--- src/hw/rtl/bhsv_pkg.sv ---
// ============================================================================
// bhsv_pkg
// Shared types and constants for the pixel color space converter.
// ============================================================================
package bhsv_pkg;

   localparam int PIX_W = 8;

   // Hue quotient 60*|diff|/d never exceeds 60; keep it at pixel width so
   // the hue divider has as many stages as the saturation divider
   localparam int HQUO_W = 8;
   localparam int HNUM_W = 14;
   localparam int SNUM_W = 16;

   // Sector of the largest channel
   typedef logic [1:0] sector_type;
   localparam sector_type SEC_BLUE  = 2'd0;
   localparam sector_type SEC_GREEN = 2'd1;
   localparam sector_type SEC_RED   = 2'd2;

   localparam logic signed [9:0] HUE_BASE_BLUE  = 10'sd240;
   localparam logic signed [9:0] HUE_BASE_GREEN = 10'sd120;
   localparam logic signed [9:0] HUE_BASE_RED   = 10'sd0;
   localparam logic signed [9:0] HUE_FULL_TURN  = 10'sd360;

   // Side data that travels with the hue division
   typedef struct packed {
      logic       grey;
      logic       neg;
      sector_type sector;
   } hue_side_type;

   // Side data that travels with the saturation division
   typedef struct packed {
      logic             vzero;
      logic [PIX_W-1:0] vmax;
   } sat_side_type;

endpackage

--- src/hw/rtl/bhsv_div_pipe.sv ---
// ============================================================================
// bhsv_div_pipe
// Pipelined restoring divider: a few quotient bits per stage, with a common
// stage enable and side data carried alongside each item.
// ============================================================================
module bhsv_div_pipe #(
   parameter int NUM_W  = 16,
   parameter int DEN_W  = 8,
   parameter int QUO_W  = 8,
   parameter int STEP_N = 2,
   parameter int SIDE_W = 1
) (
   input  logic              clock,
   input  logic              reset,
   input  logic              en_i,
   input  logic              valid_i,
   input  logic [NUM_W-1:0]  num_i,
   input  logic [DEN_W-1:0]  den_i,
   input  logic [SIDE_W-1:0] side_i,
   output logic              valid_o,
   output logic [QUO_W-1:0]  quo_o,
   output logic              rem_nz_o,
   output logic [SIDE_W-1:0] side_o
);

   localparam int STAGES = (QUO_W + STEP_N - 1) / STEP_N;
   localparam int CMP_W  = NUM_W + DEN_W;

   logic              valid_ff [STAGES];
   logic [NUM_W-1:0]  rem_ff   [STAGES];
   logic [QUO_W-1:0]  quo_ff   [STAGES];
   logic [DEN_W-1:0]  den_ff   [STAGES];
   logic [SIDE_W-1:0] side_ff  [STAGES];

   for (genvar k = 0; k < STAGES; k++) begin : g_stage
      logic              valid_k;
      logic [DEN_W-1:0]  den_k;
      logic [SIDE_W-1:0] side_k;
      logic [NUM_W-1:0]  rem_c [STEP_N+1];
      logic [QUO_W-1:0]  quo_c [STEP_N+1];
      logic [NUM_W-1:0]  rem_in;
      logic [QUO_W-1:0]  quo_in;

      // Select stage input: module ports for the first stage
      if (k == 0) begin : g_first
         assign valid_k  = valid_i;
         assign den_k    = den_i;
         assign side_k   = side_i;
         assign rem_c[0] = num_i;
         assign quo_c[0] = '0;
      end else begin : g_next
         assign valid_k  = valid_ff[k-1];
         assign den_k    = den_ff[k-1];
         assign side_k   = side_ff[k-1];
         assign rem_c[0] = rem_ff[k-1];
         assign quo_c[0] = quo_ff[k-1];
      end

      // Trial subtract of the shifted divisor, one quotient bit a step
      for (genvar j = 0; j < STEP_N; j++) begin : g_step
         localparam int BIT = QUO_W - 1 - (k * STEP_N + j);
         if (BIT >= 0) begin : g_live
            logic [CMP_W-1:0] trial;
            logic             fits;
            assign trial = CMP_W'(den_k) << BIT;
            assign fits  = CMP_W'(rem_c[j]) >= trial;
            assign rem_c[j+1] = fits ? rem_c[j] - trial[NUM_W-1:0] : rem_c[j];
            assign quo_c[j+1] = quo_c[j] | (QUO_W'(fits) << BIT);
         end else begin : g_idle
            assign rem_c[j+1] = rem_c[j];
            assign quo_c[j+1] = quo_c[j];
         end
      end

      assign rem_in = rem_c[STEP_N];
      assign quo_in = quo_c[STEP_N];

      // Advance the stage when the pipeline is enabled
      always_ff @(posedge clock) begin
         if (reset) begin
            valid_ff[k] <= 1'b0;
         end else if (en_i) begin
            valid_ff[k] <= valid_k;
         end
      end

      always_ff @(posedge clock) begin
         if (en_i) begin
            rem_ff[k]  <= rem_in;
            quo_ff[k]  <= quo_in;
            den_ff[k]  <= den_k;
            side_ff[k] <= side_k;
         end
      end
   end

   assign valid_o  = valid_ff[STAGES-1];
   assign quo_o    = quo_ff[STAGES-1];
   assign rem_nz_o = |rem_ff[STAGES-1];
   assign side_o   = side_ff[STAGES-1];

endmodule

--- src/hw/rtl/bgr_to_hsv_pixel.sv ---
// ============================================================================
// bgr_to_hsv_pixel
// Converts one 8-bit blue, green, red pixel to half-degree hue, saturation
// and value, one pixel per clock while req_tready is high.
// ============================================================================
//
//   channel | direction | tdata fields (low bit up)            | tuser
//   --------+-----------+--------------------------------------+------
//   req_    | in        | blue[7:0] green[15:8] red[23:16]     | none
//   rsp_    | out       | hue[7:0] saturation[15:8] value[23:16] | none
//
// One pixel accepted per clock while req_tready is high; from acceptance to
// rsp_tvalid a pixel passes the min/max stage, numerator stage, four divider stages
// at two quotient bits each, and the output register.
// Reset clears only the valid bits and the skid entry.
// A stall on rsp_ fills a one-entry skid register; req_tready drops, from a
// register, only once the skid is full, and the whole pipeline then holds.
//
module bgr_to_hsv_pixel
   import bhsv_pkg::*;
(
   input  logic        clock,
   input  logic        reset,
   input  logic        req_tvalid,
   output logic        req_tready,
   input  logic [23:0] req_tdata,   // blue[7:0], green[15:8], red[23:16]
   output logic        rsp_tvalid,
   input  logic        rsp_tready,
   output logic [23:0] rsp_tdata    // hue[7:0], saturation[15:8], brightness[23:16]
);

   localparam int DIV_STEP = 2;

   logic             en;
   logic [PIX_W-1:0] in_b, in_g, in_r;

   assign in_b = req_tdata[7:0];
   assign in_g = req_tdata[15:8];
   assign in_r = req_tdata[23:16];

   // ------------------------------------------------------------------
   // Stage A: channel max/min, sector, and the three pair differences
   // ------------------------------------------------------------------
   logic             a_valid_ff;
   logic [PIX_W-1:0] a_vmax_ff, a_vmin_ff;
   sector_type       a_sector_ff;
   logic [PIX_W-1:0] a_mag_rg_ff, a_mag_br_ff, a_mag_gb_ff;
   logic             a_neg_rg_ff, a_neg_br_ff, a_neg_gb_ff;

   logic [PIX_W-1:0] a_vmax_in, a_vmin_in;
   sector_type       a_sector_in;
   logic [PIX_W:0]   dif_rg, dif_br, dif_gb;

   always_comb begin
      a_vmax_in   = in_b;
      a_sector_in = SEC_BLUE;
      if (in_g > a_vmax_in) begin
         a_vmax_in   = in_g;
         a_sector_in = SEC_GREEN;
      end
      if (in_r > a_vmax_in) begin
         a_vmax_in   = in_r;
         a_sector_in = SEC_RED;
      end
      a_vmin_in = in_b;
      if (in_g < a_vmin_in) a_vmin_in = in_g;
      if (in_r < a_vmin_in) a_vmin_in = in_r;
   end

   assign dif_rg = {1'b0, in_r} - {1'b0, in_g};
   assign dif_br = {1'b0, in_b} - {1'b0, in_r};
   assign dif_gb = {1'b0, in_g} - {1'b0, in_b};

   always_ff @(posedge clock) begin
      if (reset) begin
         a_valid_ff <= 1'b0;
      end else if (en) begin
         a_valid_ff <= req_tvalid;
      end
   end

   always_ff @(posedge clock) begin
      if (en) begin
         a_vmax_ff   <= a_vmax_in;
         a_vmin_ff   <= a_vmin_in;
         a_sector_ff <= a_sector_in;
         a_neg_rg_ff <= dif_rg[PIX_W];
         a_neg_br_ff <= dif_br[PIX_W];
         a_neg_gb_ff <= dif_gb[PIX_W];
         a_mag_rg_ff <= dif_rg[PIX_W] ? PIX_W'(-dif_rg) : dif_rg[PIX_W-1:0];
         a_mag_br_ff <= dif_br[PIX_W] ? PIX_W'(-dif_br) : dif_br[PIX_W-1:0];
         a_mag_gb_ff <= dif_gb[PIX_W] ? PIX_W'(-dif_gb) : dif_gb[PIX_W-1:0];
      end
   end

   // ------------------------------------------------------------------
   // Stage B: range, sector difference and both numerators
   // ------------------------------------------------------------------
   logic              b_valid_ff;
   logic [SNUM_W-1:0] b_snum_ff;
   logic [HNUM_W-1:0] b_hnum_ff;
   logic [PIX_W-1:0]  b_d_ff;
   sat_side_type      b_sside_ff;
   hue_side_type      b_hside_ff;

   logic [PIX_W-1:0]  b_d_in, sel_mag;
   logic              sel_neg;

   assign b_d_in = a_vmax_ff - a_vmin_ff;

   always_comb begin
      case (a_sector_ff)
         SEC_BLUE: begin
            sel_mag = a_mag_rg_ff;
            sel_neg = a_neg_rg_ff;
         end
         SEC_GREEN: begin
            sel_mag = a_mag_br_ff;
            sel_neg = a_neg_br_ff;
         end
         default: begin
            sel_mag = a_mag_gb_ff;
            sel_neg = a_neg_gb_ff;
         end
      endcase
   end

   always_ff @(posedge clock) begin
      if (reset) begin
         b_valid_ff <= 1'b0;
      end else if (en) begin
         b_valid_ff <= a_valid_ff;
      end
   end

   // 255*d as d*256 - d, 60*m as m*64 - m*4
   always_ff @(posedge clock) begin
      if (en) begin
         b_snum_ff         <= (SNUM_W'(b_d_in) << 8) - SNUM_W'(b_d_in);
         b_hnum_ff         <= (HNUM_W'(sel_mag) << 6) - (HNUM_W'(sel_mag) << 2);
         b_d_ff            <= b_d_in;
         b_sside_ff.vzero  <= (a_vmax_ff == '0);
         b_sside_ff.vmax   <= a_vmax_ff;
         b_hside_ff.grey   <= (b_d_in == '0);
         b_hside_ff.neg    <= sel_neg;
         b_hside_ff.sector <= a_sector_ff;
      end
   end

   // ------------------------------------------------------------------
   // Dividers: saturation 255*d/V and hue offset 60*|diff|/d
   // ------------------------------------------------------------------
   logic             sdiv_valid, hdiv_valid;
   logic [PIX_W-1:0] sdiv_quo;
   logic [HQUO_W-1:0] hdiv_quo;
   logic             hdiv_rem_nz;
   sat_side_type     sdiv_side;
   hue_side_type     hdiv_side;

   bhsv_div_pipe #(
      .NUM_W  (SNUM_W),
      .DEN_W  (PIX_W),
      .QUO_W  (PIX_W),
      .STEP_N (DIV_STEP),
      .SIDE_W ($bits(sat_side_type))
   ) u_sat_div (
      .clock    (clock),
      .reset    (reset),
      .en_i     (en),
      .valid_i  (b_valid_ff),
      .num_i    (b_snum_ff),
      .den_i    (b_sside_ff.vmax),
      .side_i   (b_sside_ff),
      .valid_o  (sdiv_valid),
      .quo_o    (sdiv_quo),
      .rem_nz_o (),
      .side_o   (sdiv_side)
   );

   bhsv_div_pipe #(
      .NUM_W  (HNUM_W),
      .DEN_W  (PIX_W),
      .QUO_W  (HQUO_W),
      .STEP_N (DIV_STEP),
      .SIDE_W ($bits(hue_side_type))
   ) u_hue_div (
      .clock    (clock),
      .reset    (reset),
      .en_i     (en),
      .valid_i  (b_valid_ff),
      .num_i    (b_hnum_ff),
      .den_i    (b_d_ff),
      .side_i   (b_hside_ff),
      .valid_o  (hdiv_valid),
      .quo_o    (hdiv_quo),
      .rem_nz_o (hdiv_rem_nz),
      .side_o   (hdiv_side)
   );

   // ------------------------------------------------------------------
   // Final hue: sign, floor or truncate, sector base, wrap and halve
   // ------------------------------------------------------------------
   logic signed [9:0] h_mag, h_off, h_base, h_raw, h_wrap;
   logic              floor_adj;
   logic [PIX_W-1:0]  fin_hue, fin_sat;
   logic [23:0]       fin_data;

   assign h_mag     = signed'(10'(hdiv_quo));
   assign floor_adj = hdiv_rem_nz && (hdiv_side.sector != SEC_RED);
   assign h_off     = hdiv_side.neg ? (-h_mag - signed'(10'(floor_adj))) : h_mag;

   always_comb begin
      case (hdiv_side.sector)
         SEC_BLUE:  h_base = HUE_BASE_BLUE;
         SEC_GREEN: h_base = HUE_BASE_GREEN;
         default:   h_base = HUE_BASE_RED;
      endcase
   end

   assign h_raw    = h_base + h_off;
   assign h_wrap   = (h_raw < 0) ? h_raw + HUE_FULL_TURN : h_raw;
   assign fin_hue  = hdiv_side.grey ? '0 : h_wrap[8:1];
   assign fin_sat  = sdiv_side.vzero ? '0 : sdiv_quo;
   assign fin_data = {sdiv_side.vmax, fin_sat, fin_hue};

   // ------------------------------------------------------------------
   // Output register with one-entry skid
   // ------------------------------------------------------------------
   logic        out_valid_ff, skid_valid_ff;
   logic [23:0] out_data_ff, skid_data_ff;
   logic        push, take;

   assign en         = !skid_valid_ff;
   assign req_tready = !skid_valid_ff;
   assign push       = en && hdiv_valid;
   assign take       = out_valid_ff && rsp_tready;

   always_ff @(posedge clock) begin
      if (reset) begin
         out_valid_ff  <= 1'b0;
         skid_valid_ff <= 1'b0;
      end else if (skid_valid_ff) begin
         if (take) skid_valid_ff <= 1'b0;
      end else if (push) begin
         if (out_valid_ff && !take) begin
            skid_valid_ff <= 1'b1;
         end else begin
            out_valid_ff <= 1'b1;
         end
      end else if (take) begin
         out_valid_ff <= 1'b0;
      end
   end

   always_ff @(posedge clock) begin
      if (skid_valid_ff) begin
         if (take) out_data_ff <= skid_data_ff;
      end else if (push) begin
         if (out_valid_ff && !take) begin
            skid_data_ff <= fin_data;
         end else begin
            out_data_ff <= fin_data;
         end
      end
   end

   assign rsp_tvalid = out_valid_ff;
   assign rsp_tdata  = out_data_ff;

`ifndef NO_ASSERTIONS
   // Skid entry is only ever filled behind a waiting result
   a_skid_behind_out: assert property (@(posedge clock) disable iff (reset)
      skid_valid_ff |-> out_valid_ff)
      else $error("skid entry valid without output valid");

   // Both dividers carry the same items in lockstep
   a_div_lockstep: assert property (@(posedge clock) disable iff (reset)
      sdiv_valid == hdiv_valid)
      else $error("divider valid bits out of step");

   // Hue in half degrees stays within one full turn
   a_hue_range: assert property (@(posedge clock) disable iff (reset)
      rsp_tvalid |-> (rsp_tdata[7:0] < 8'd180))
      else $error("hue out of range");

   // Black pixel gives zero hue and saturation
   a_black_pixel: assert property (@(posedge clock) disable iff (reset)
      (rsp_tvalid && (rsp_tdata[23:16] == 8'd0)) |-> (rsp_tdata[15:0] == 16'd0))
      else $error("black pixel with nonzero hue or saturation");

   // A full skid is drained into the output when the result is taken
   a_skid_drain: assert property (@(posedge clock) disable iff (reset)
      (skid_valid_ff && take) |=> (out_valid_ff && !skid_valid_ff))
      else $error("skid entry not drained");
`endif

endmodule
--- config.mk ---
export PLATFORM = sky130hd
export DESIGN_NAME = bgr_to_hsv_pixel
export DESIGN_NICKNAME = d
export VERILOG_FILES = /design/src/hw/rtl/bhsv_pkg.sv /design/src/hw/rtl/bhsv_div_pipe.sv /design/src/hw/rtl/bgr_to_hsv_pixel.sv
export SDC_FILE = /design/constraint.sdc
export NUM_CORES = 1
export LEC_CHECK = 0
export ABC_AREA = 1
export BUFFER_PORTS_ARGS = -buffer_cell sky130_fd_sc_hd__clkbuf_2
export CORE_UTILIZATION = 48
export CTS_CLUSTER_DIAMETER = 60
export DETAILED_ROUTE_END_ITERATION = 6
export HOLD_SLACK_MARGIN = 0.02
export PLACE_DENSITY = 0.73
export SLEW_MARGIN = 20
export SYNTH_ARGS = -nofsm -noshare
export SYNTH_HDL_FRONTEND = slang
export SYNTH_SLANG_ARGS = --single-unit
--- constraint.sdc ---
create_clock -name clock -period 12.4 [get_ports clock]
set_input_delay 2.48 -clock clock [delete_from_list [all_inputs] [get_ports clock]]
set_output_delay 2.48 -clock clock [all_outputs]
set_load 0.01 [all_outputs]
==> flow_summary.json, run 1 <==
{
  "reg2reg_from": "u_hue_div.den_ff[1][2]$_DFFE_PN_",
  "rsz0062_at_grt": "false",
  "area_growth_pct": 10.2,
  "die_w_um": 227,
  "crit_chain": "clkbuf_2 > inv_1 > ha_1 > nand2_1 > nand2_1 > a21oi_1 > nand3_2 > o21ai_0 > inv_1 > ha_1 > a21oi_1 > nor2_1 > a211oi_1 > nand2_1 > nand2_1 > nand2_1",
  "synth-seq-cells": 360,
  "ys_seq_area_share_pct": 44.3,
  "grt_pass1_vias": 17800,
  "fin_crit_sh_pct": 44.5,
  "die_y_um": 227,
  "drt_iter0_drc": 1085,
  "max_stage_delay_ps": 680,
  "synth_top_area_cell": "edfxtp_1",
  "cts_tree": "yes",
  "required_ps": 12720,
  "fill_cells": 4533,
  "cp_max_fo": 16,
  "cap_violations": 0,
  "hold_buffers": 0,
  "cts_root_buffer": "clkbuf_16",
  "synth_edf_count": 356,
  "cts_resized": 0,
  "fin_cells": 3573,
  "holdCritStartpoint": "u_hue_div.side_ff[0][0]$_DFFE_PN_",
  "yosysWarnings": 0,
  "final_area_sq_um": 26800,
  "fmax_mhz": 181,
  "worst_slack_ps": 6890,
  "numCtsBuffers": 42,
  "htreeDepth": 2,
  "syn_area_sq_um": 24300,
  "core_area_sq_um": 50100,
  "crit_type": "primary input to register",
  "synth_top_area_share_pct": 44.0,
  "cp-start-kind": "primary input",
  "cts_max_path_buffers": 3,
  "gp_congestion": 0.905,
  "status": "finished clean",
  "drt-wirelength-per-cell_um": 14.2,
  "synth.avg_cell_area_sq_um": 8.70,
  "ioPinCount": 54,
  "drive_gt1_share_pct": 8.51,
  "io_buffers": 53,
  "async_flop_share_pct": 0,
  "antenna_found_initial": 0,
  "reg2reg_depth": 17,
  "clock_sinks": 360,
  "nets": 3111,
  "die_area_sq_um": 51500,
  "vias": 18500,
  "worst_pin_slew_ps": 1060,
  "via_per_inst": 5.18,
  "synth_area_leaders": "edfxtp_1 (44%), nand2_1 (11%), ha_1 (10%), inv_1 (6.1%), xor2_1 (3.6%)",
  "grt_pass1_wl_mm": 84.1,
  "synth_cell_types": 57,
  "hp-class": "register to register",
  "arrival_ps": 5840,
  "reg2reg_slack_ps": 8010,
  "grt_max_degree": 96,
  "setup_viol": 0,
  "place_ws_ps": 6280,
  "dpl.cell_count": 3495,
  "r2r_end": "u_hue_div.rem_ff[2][3]$_DFFE_PN_",
  "multi_input_area_sq_um": 11800,
  "drt-total-wl_mm": 50.6,
  "start_util_pct": 48.5,
  "fin_crit_ps": 5510,
  "ant_nets": 0,
  "post-cts-setup-buffer-count": 0,
  "grt_overflow": 0,
  "hold_path_depth": 0,
  "clk_pin_slew_ps": 60,
  "drv_slew": 0,
  "hpwlAfterDp_mm": 39.9,
  "drc": 0,
  "place_area_sq_um": 25300,
  "slowest_stage": "a211oi_1",
  "finalClockSkew_ps": 18.1,
  "synth_fp_nets": 3038,
  "regArea_sq_um": 10800,
  "slew_headroom_pct": 29.1,
  "fin_tns_setup_ps": 0,
  "antenna_cells": 0,
  "rows": 82,
  "hold_viol_final": 0,
  "crit_path_end_kind": "register",
  "critPathMostFrequentCell": "nand2_1",
  "synth_flop_cell": "edfxtp_1",
  "clk_latency_ps": 580,
  "track_usage_pct": 20.0,
  "synthesis.instances": 2794,
  "hold_path_end": "u_hue_div.side_ff[1][0]$_DFFE_PN_",
  "firstDrtPassIters": 5
}
[kinds of logic (layout without fill, tap and decap cells)]
| group | Yosys count | in the layout | share of synthesized area (%) |
|---|---|---|---|
| simple gates | 1241 | 1241 | 22.4 |
| buf+inv | 446 | 553 | 7.17 |
| compound gates | 378 | 378 | 8.95 |
| flops | 360 | 360 | 44.3 |
| fa+ha+maj | 216 | 216 | 11.7 |
| xor+xnor | 152 | 152 | 5.48 |
| mux | 1 | 1 | 0.0463 |
[final cells by class]
type	instances	area share [%]
sequential	360	40.2
inverter	418	5.89
clock inverter	31	1.62
tap	672	3.14
multi-input combinational	1988	44.0
clock buffer	47	3.99
timing repair buffer	57	1.12
[critical path, delay by kind of cell]
kind	cells	cell delay, ps
buffers and inverters	3	270
AO/OA/AOI/OAI	4	1370
AND/OR/NAND/NOR	7	1050
adder cells (fa/ha/maj)	2	650
[cells in the final DEF (no fill, tap or decap), drive strengths merged, types with 2 or more instances in the layout]
| master | instances |
|---|---|
| and2 | 6 |
| nand2 | 736 |
| o21bai | 15 |
| nand3b | 12 |
| a22oi | 2 |
| xor2 | 101 |
| clkbuf | 100 |
| o22ai | 3 |
| inv | 421 |
| a31oi | 6 |
| or2 | 11 |
| clkinvlp | 4 |
| ha | 197 |
| o21a | 7 |
| o311ai | 3 |
| nor4 | 11 |
| fa | 19 |
| a211oi | 10 |
| o211ai | 5 |
| dfxtp | 4 |
| xnor2 | 51 |
| o221ai | 2 |
| a21boi | 2 |
| nor3 | 31 |
| o311a | 2 |
| bufinv | 8 |
| a21o | 10 |
| edfxtp | 356 |
| clkinv | 16 |
| nand4 | 45 |
| a21oi | 152 |
| buf | 4 |
| nor2 | 212 |
| nand3 | 175 |
| o21ai | 157 |
[metrics by stage]
step | hold WS (ps) | utilization, %
floorplan | 400 | -
global placement | 403 | 50.5
detailed placement | 405 | 50.5
CTS | 401 | 53.5
global route | 413 | 53.5
finish | 403 | 53.5
[synth_stat cells, drive strengths merged, types with 3 or more instances]
cell and number:
nand2 736, nor4 11, or2 11, clkbuf 12
buf 16, a21o 10, dfxtp 4, nor3 31
nand3 175, a31oi 6, ha 197, xor2 101
and2 6, edfxtp 356, fa 19, nand3b 12
o21bai 15, o311ai 3, o22ai 3, xnor2 51
o21a 7, a21oi 152, a211oi 10, o21ai 157
nand4 45, inv 416, nor2 212, o211ai 5
[sequential cells by signal, summed over array words and instances, names as in the netlist, 20 cells and up]
name,cells
u_hue_div.den_ff,22
u_sat_div.quo_ff,20
u_hue_div.rem_ff,50
u_sat_div.side_ff,36
rsp_tdata,24
u_hue_div.quo_ff,20
skid_data_ff,24
u_sat_div.rem_ff,47
[layer usage]
| layer | vias to the layer above | track usage [%] | wire (um) |
|---|---|---|---|
| li1 | 9509 | - | - |
| met1 | 8501 | 25.3 | 22500 |
| met2 | 381 | 35.1 | 24600 |
| met3 | 104 | 2.74 | 1930 |
| met4 | 0 | 6.84 | 1550 |
| met5 | - | 0 | 0 |
[worst max path at each step]
stage	startpoint	endpoint	slack, ps	cells past startpoint
6_report	req_tdata[6]	a_vmin_ff[3]$_DFFE_PN_	6890	16
5_1_grt	req_tdata[6]	a_vmin_ff[3]$_DFFE_PN_	6470	16
4_1_cts	req_tdata[6]	a_vmin_ff[3]$_DFFE_PN_	6890	16
3_5_place_dp	req_tdata[6]	a_vmin_ff[3]$_DFFE_PN_	6280	16
3_3_place_gp	req_tdata[6]	a_vmin_ff[5]$_DFFE_PN_	6340	16
2_1_floorplan	skid_valid_ff$_SDFF_PP0_	req_tready	870	3
Power of run 1 is left out: the tool's default activity adds up to more than one toggle a clock period on the data nets, which glitch-free logic cannot reach.
==> run 2, diff against run 1 <==
Clock period 12.4 ns to 5.1 ns, I/O delays scaled along.
==> run 2 against run 1 <==
Effect of this change: non-clock buffer count fell by 1; worst setup slack worse by 6100 ps; core utilization decreased by 0.32 points; cell count about the same; sequential share of layout area is 0.25 points higher; count of clock-buffer cells in the layout unchanged; critical path depth rose by 5.
==> flow_summary.json, run 2 (synthesis gave the netlist of run 1 again) <==
{
  "top_regs": "u_hue_div.rem_ff x50, u_sat_div.rem_ff x47, u_sat_div.side_ff x36",
  "clk_pin_slew_ps": 60,
  "fmax_mhz": 231,
  "cts_tree": "yes",
  "start_util_pct": 48.5,
  "fin_crit_ps": 4340,
  "crit_type": "register to register",
  "cp_num_buf_inv": 3,
  "status": "finished clean",
  "area_growth_pct": 9.54,
  "via_per_inst": 5.20,
  "grt_max_degree": 212,
  "worst-path-stages": 21,
  "finalClockSkew_ps": 18.7,
  "crit_path_end_kind": "register",
  "clk_latency_ps": 570,
  "setup_viol": 0,
  "hold_viol_final": 0,
  "worst_pin_slew_ps": 1070,
  "gp_congestion": 0.916,
  "die_area_sq_um": 51500,
  "firstDrtPassIters": 6,
  "hpwlAfterDp_mm": 39.9,
  "reg2reg_from": "u_sat_div.side_ff[1][1]$_DFFE_PN_",
  "rsz0062_at_grt": "false",
  "grt_pass1_wl_mm": 85.2,
  "cts_max_path_buffers": 3,
  "grt_pass1_vias": 18000,
  "drt_iter0_drc": 1231,
  "ioPinCount": 54,
  "track_usage_pct": 20.3,
  "die_y_um": 227,
  "r2r_end": "u_sat_div.rem_ff[2][2]$_DFFE_PN_",
  "drv_slew": 0,
  "drt-wirelength-per-cell_um": 14.3,
  "slowest_stage": "edfxtp_1",
  "hold_buffers": 0,
  "drc": 0,
  "worst_slack_ps": 762,
  "grt_overflow": 0,
  "core_area_sq_um": 50100,
  "hp-class": "register to register",
  "ant_nets": 0,
  "hold_slack_ps": 408,
  "cp_max_fo": 11,
  "drt-total-wl_mm": 51.2,
  "crit_path_start": "u_sat_div.side_ff[1][1]$_DFFE_PN_",
  "cp_top_family": "simple AND/OR/NAND/NOR gates",
  "io_buffers": 53,
  "mostFrequentLayoutCells": "nand2_1 (716), inv_1 (393), edfxtp_1 (356), ha_1 (197), nor2_1 (194)",
  "crit_end": "u_sat_div.rem_ff[2][2]$_DFFE_PN_",
  "fin_tns_setup_ps": 0,
  "cts_root_buffer": "clkbuf_16",
  "rows": 82,
  "die_w_um": 227,
  "place_ws_ps": 615,
  "post-cts-setup-buffer-count": 0,
  "cts_resized": 0,
  "reg2reg_depth": 21,
  "final_area_sq_um": 26600,
  "arrival_ps": 4770,
  "vias": 18600,
  "max_stage_delay_ps": 440,
  "htreeDepth": 2,
  "numCtsBuffers": 42,
  "cap_violations": 0,
  "largest_register_ff_count": 50,
  "fin_crit_sh_pct": 85.1,
  "slew_headroom_pct": 28.9,
  "nets": 3110,
  "required_ps": 5530,
  "largest_register": "u_hue_div.rem_ff",
  "crit_chain": "inv_1 > ha_1 > nand2_1 > nor2_2 > nand3_1 > clkinv_1 > nand2_2 > nand3_2 > inv_2 > nand2_1 > o21ai_0 > ha_1 > a21oi_1 > o21ai_0 > a21oi_2 > nand3_4 > nor2_4 > nand2_1 > nor2_2 > nand2_1 > nand2_1",
  "critPathMostFrequentCell": "nand2_1",
  "clock_sinks": 360,
  "cp-start-kind": "register",
  "reg2reg_slack_ps": 760,
  "place_area_sq_um": 25300,
  "antenna_found_initial": 0,
  "drive_gt1_share_pct": 8.28,
  "final_common_cell": "nand2_1",
  "antenna_cells": 0
}
==> run 2: per-stage QoR <==
stage / std cells / utilization, %
finish: 3570 / 53.2
global route: 3570 / 53.2
CTS: 3570 / 53.2
detailed placement: 3494 / 50.5
global placement: 3494 / 50.5
floorplan: 2794 / -
==> run 2: area by class of cell <==
class	count	area (sq um)
Multi-Input combinational cell	1988	11800
Clock buffer	47	1090
Sequential cell	360	10800
Tap cell	672	841
Inverter	418	1580
Fill cell	4508	23400
Clock inverter	29	243
Timing Repair Buffer	56	300
==> run 2: metal layers <==
metal	part of all wire (%)	global-route usage, %
met5	0	0
met4	2.8	7.27
met3	3.8	2.39
met2	49	35.9
met1	44	25.4
==> run 2: worst min path at each step <==
stage / endpoint / depth (start not counted) / start
6_report: u_hue_div.quo_ff[1][7]$_DFFE_PN_ / 0 / u_hue_div.quo_ff[0][7]$_DFFE_PN_
4_1_cts: u_hue_div.quo_ff[1][7]$_DFFE_PN_ / 0 / u_hue_div.quo_ff[0][7]$_DFFE_PN_
2_1_floorplan: u_hue_div.quo_ff[1][6]$_DFFE_PN_ / 0 / u_hue_div.quo_ff[0][6]$_DFFE_PN_
3_5_place_dp: u_hue_div.quo_ff[1][6]$_DFFE_PN_ / 0 / u_hue_div.quo_ff[0][6]$_DFFE_PN_
3_3_place_gp: u_hue_div.quo_ff[1][6]$_DFFE_PN_ / 0 / u_hue_div.quo_ff[0][6]$_DFFE_PN_
5_1_grt: u_hue_div.quo_ff[1][7]$_DFFE_PN_ / 0 / u_hue_div.quo_ff[0][7]$_DFFE_PN_
Power of run 2 is left out for the same reason.
==> run 3, diff against run 2 <==
Settings changed: PLACE_DENSITY 0.73 to default.
==> run 3 against run 2 <==
Effect of this change: core utilization rose by 0.41 points; cell area increased by 0.77%; clock skew grew 4.5 ps; routed wire length grew 3.2%; worst setup slack better by 42 ps; register-to-register slack gained 40 ps; critical endpoint is now u_hue_div.rem_ff[2][10]$_DFFE_PN_.
==> flow_summary.json, run 3 (synthesis gave the netlist of run 1 again) <==
{
  "hold_viol_final": 0,
  "area_growth_pct": 10.4,
  "drc": 0,
  "reg2reg_slack_ps": 800,
  "finalClockSkew_ps": 23.2,
  "firstDrtPassIters": 5,
  "die_area_sq_um": 51500,
  "clk_latency_ps": 580,
  "largest_register": "u_hue_div.rem_ff",
  "rsz0062_at_grt": "false",
  "hold_path_end": "u_hue_div.side_ff[1][1]$_DFFE_PN_",
  "fin_crit_sh_pct": 84.2,
  "cts_resized": 0,
  "worst_pin_slew_ps": 1060,
  "core_area_sq_um": 50100,
  "post-cts-setup-buffer-count": 0,
  "slew_headroom_pct": 29.3,
  "antenna_cells": 0,
  "cts_root_buffer": "clkbuf_16",
  "hpwlAfterDp_mm": 41.4,
  "start_util_pct": 48.5,
  "r2r_end": "u_hue_div.rem_ff[2][10]$_DFFE_PN_",
  "grt_use_met2_pct": 36.6,
  "die_w_um": 227,
  "crit_type": "register to register",
  "grt_overflow": 0,
  "io_buffers": 53,
  "cts_max_path_buffers": 3,
  "via_per_inst": 5.13,
  "rows": 82,
  "fin_crit_ps": 4300,
  "holdCritStartpoint": "u_hue_div.side_ff[0][1]$_DFFE_PN_",
  "met1_usage_pct": 27.5,
  "drt-total-wl_mm": 52.9,
  "reg2reg_from": "u_hue_div.den_ff[1][4]$_DFFE_PN_",
  "clk_pin_slew_ps": 60,
  "cp_max_fo": 20,
  "hold_path_depth": 0,
  "grt_pass1_vias": 18100,
  "largest_register_ff_count": 50,
  "hold_buffers": 0,
  "die_y_um": 227,
  "top_usage_layer": "met2",
  "ant_nets": 0,
  "drv_slew": 0,
  "required_ps": 5430,
  "drt-wirelength-per-cell_um": 14.8,
  "cts_tree": "yes",
  "track_usage_pct": 21.2,
  "top_regs": "u_hue_div.rem_ff x50, u_sat_div.rem_ff x47, u_sat_div.side_ff x36",
  "cp-start-kind": "register",
  "clock_sinks": 360,
  "mostFrequentLayoutCells": "nand2_1 (716), inv_1 (393), edfxtp_1 (356), ha_1 (197), nor2_1 (194)",
  "vias": 18300,
  "crit_path_end_kind": "register",
  "drt_iter0_drc": 1001,
  "status": "finished clean",
  "fmax_mhz": 233,
  "met3_usage_pct": 3.11,
  "grt_pass1_wl_mm": 87.8,
  "setup_viol": 0,
  "hp-class": "register to register",
  "nets": 3115,
  "htreeDepth": 2,
  "fin_tns_setup_ps": 0,
  "drive_gt1_share_pct": 8.57,
  "fill_cells": 4653,
  "reg2reg_depth": 18,
  "final_common_cell": "nand2_1",
  "ioPinCount": 54,
  "gp_congestion": 0.886,
  "arrival_ps": 4630,
  "cap_violations": 0,
  "antenna_found_initial": 0,
  "numCtsBuffers": 44,
  "grt_max_degree": 149
}
==> run 3: changes by cell type in the layout (fill, tap and decap cells not counted), sizes merged <==
cell,change
clkinv,-13
clkbuf,+8
bufinv,+4
inv,+4
buf,+3
==> run 3: per-layer routing <==
metal  routed length, um  vias to the layer above
li1                    -                     9513
met1               25000                     8435
met2               24700                      308
met3                1940                       80
met4                1280                        0
met5                   0                        -
==> run 3: through the flow <==
step                worst slack [ps]  hold WS (ps)  std cells  util, %  cell area (sq um)
floorplan                       1090           400       2794        -              24300
global placement                 630           401       3497     50.6              25300
finish                           804           406       3576     53.6              26800
detailed placement               604           405       3497     50.6              25300
global route                     281           415       3576     53.6              26800
CTS                              771           406       3576     53.6              26800
==> run 3: worst max path at each step <==
stage / end / depth (start not counted) / start / slack (ps)
after global placement: a_vmax_ff[4]$_DFFE_PN_ / 17 / req_tdata[6] / 630
after floorplan: a_vmin_ff[0]$_DFFE_PN_ / 16 / req_tdata[6] / 1090
final: u_hue_div.rem_ff[2][10]$_DFFE_PN_ / 18 / u_hue_div.den_ff[1][4]$_DFFE_PN_ / 800
after CTS: u_hue_div.rem_ff[2][10]$_DFFE_PN_ / 18 / u_hue_div.den_ff[1][4]$_DFFE_PN_ / 770
after detailed placement: a_vmax_ff[4]$_DFFE_PN_ / 17 / req_tdata[6] / 600
after global routing: u_hue_div.rem_ff[2][2]$_DFFE_PN_ / 19 / u_hue_div.den_ff[1][4]$_DFFE_PN_ / 280
==> run 3: area by class of cell <==
type | count | area (sq um) | area share [%]
Inverter | 418 | 1580 | 5.89
Timing Repair Buffer | 59 | 323 | 1.20
Tap cell | 672 | 841 | 3.13
Clock inverter | 24 | 358 | 1.33
Multi-Input combinational cell | 1988 | 11800 | 44.0
Sequential cell | 360 | 10800 | 40.1
Clock buffer | 55 | 1160 | 4.33
==> run 3: critical path, cell delays in order (launching register included) <==
cell	delay, ps
edfxtp_1	420
inv_1	120
ha_1	280
nand2_1	90
nand2_1	60
nand2_1	80
nand2_1	80
a21oi_2	170
nand3_2	340
o21ai_0	560
fa_1	320
o21bai_1	100
a21oi_1	280
nor3_1	90
nor2_1	180
nand2_1	90
nor2_2	140
nand3_2	370
and2_1	290
Power of run 3 is left out for the same reason.
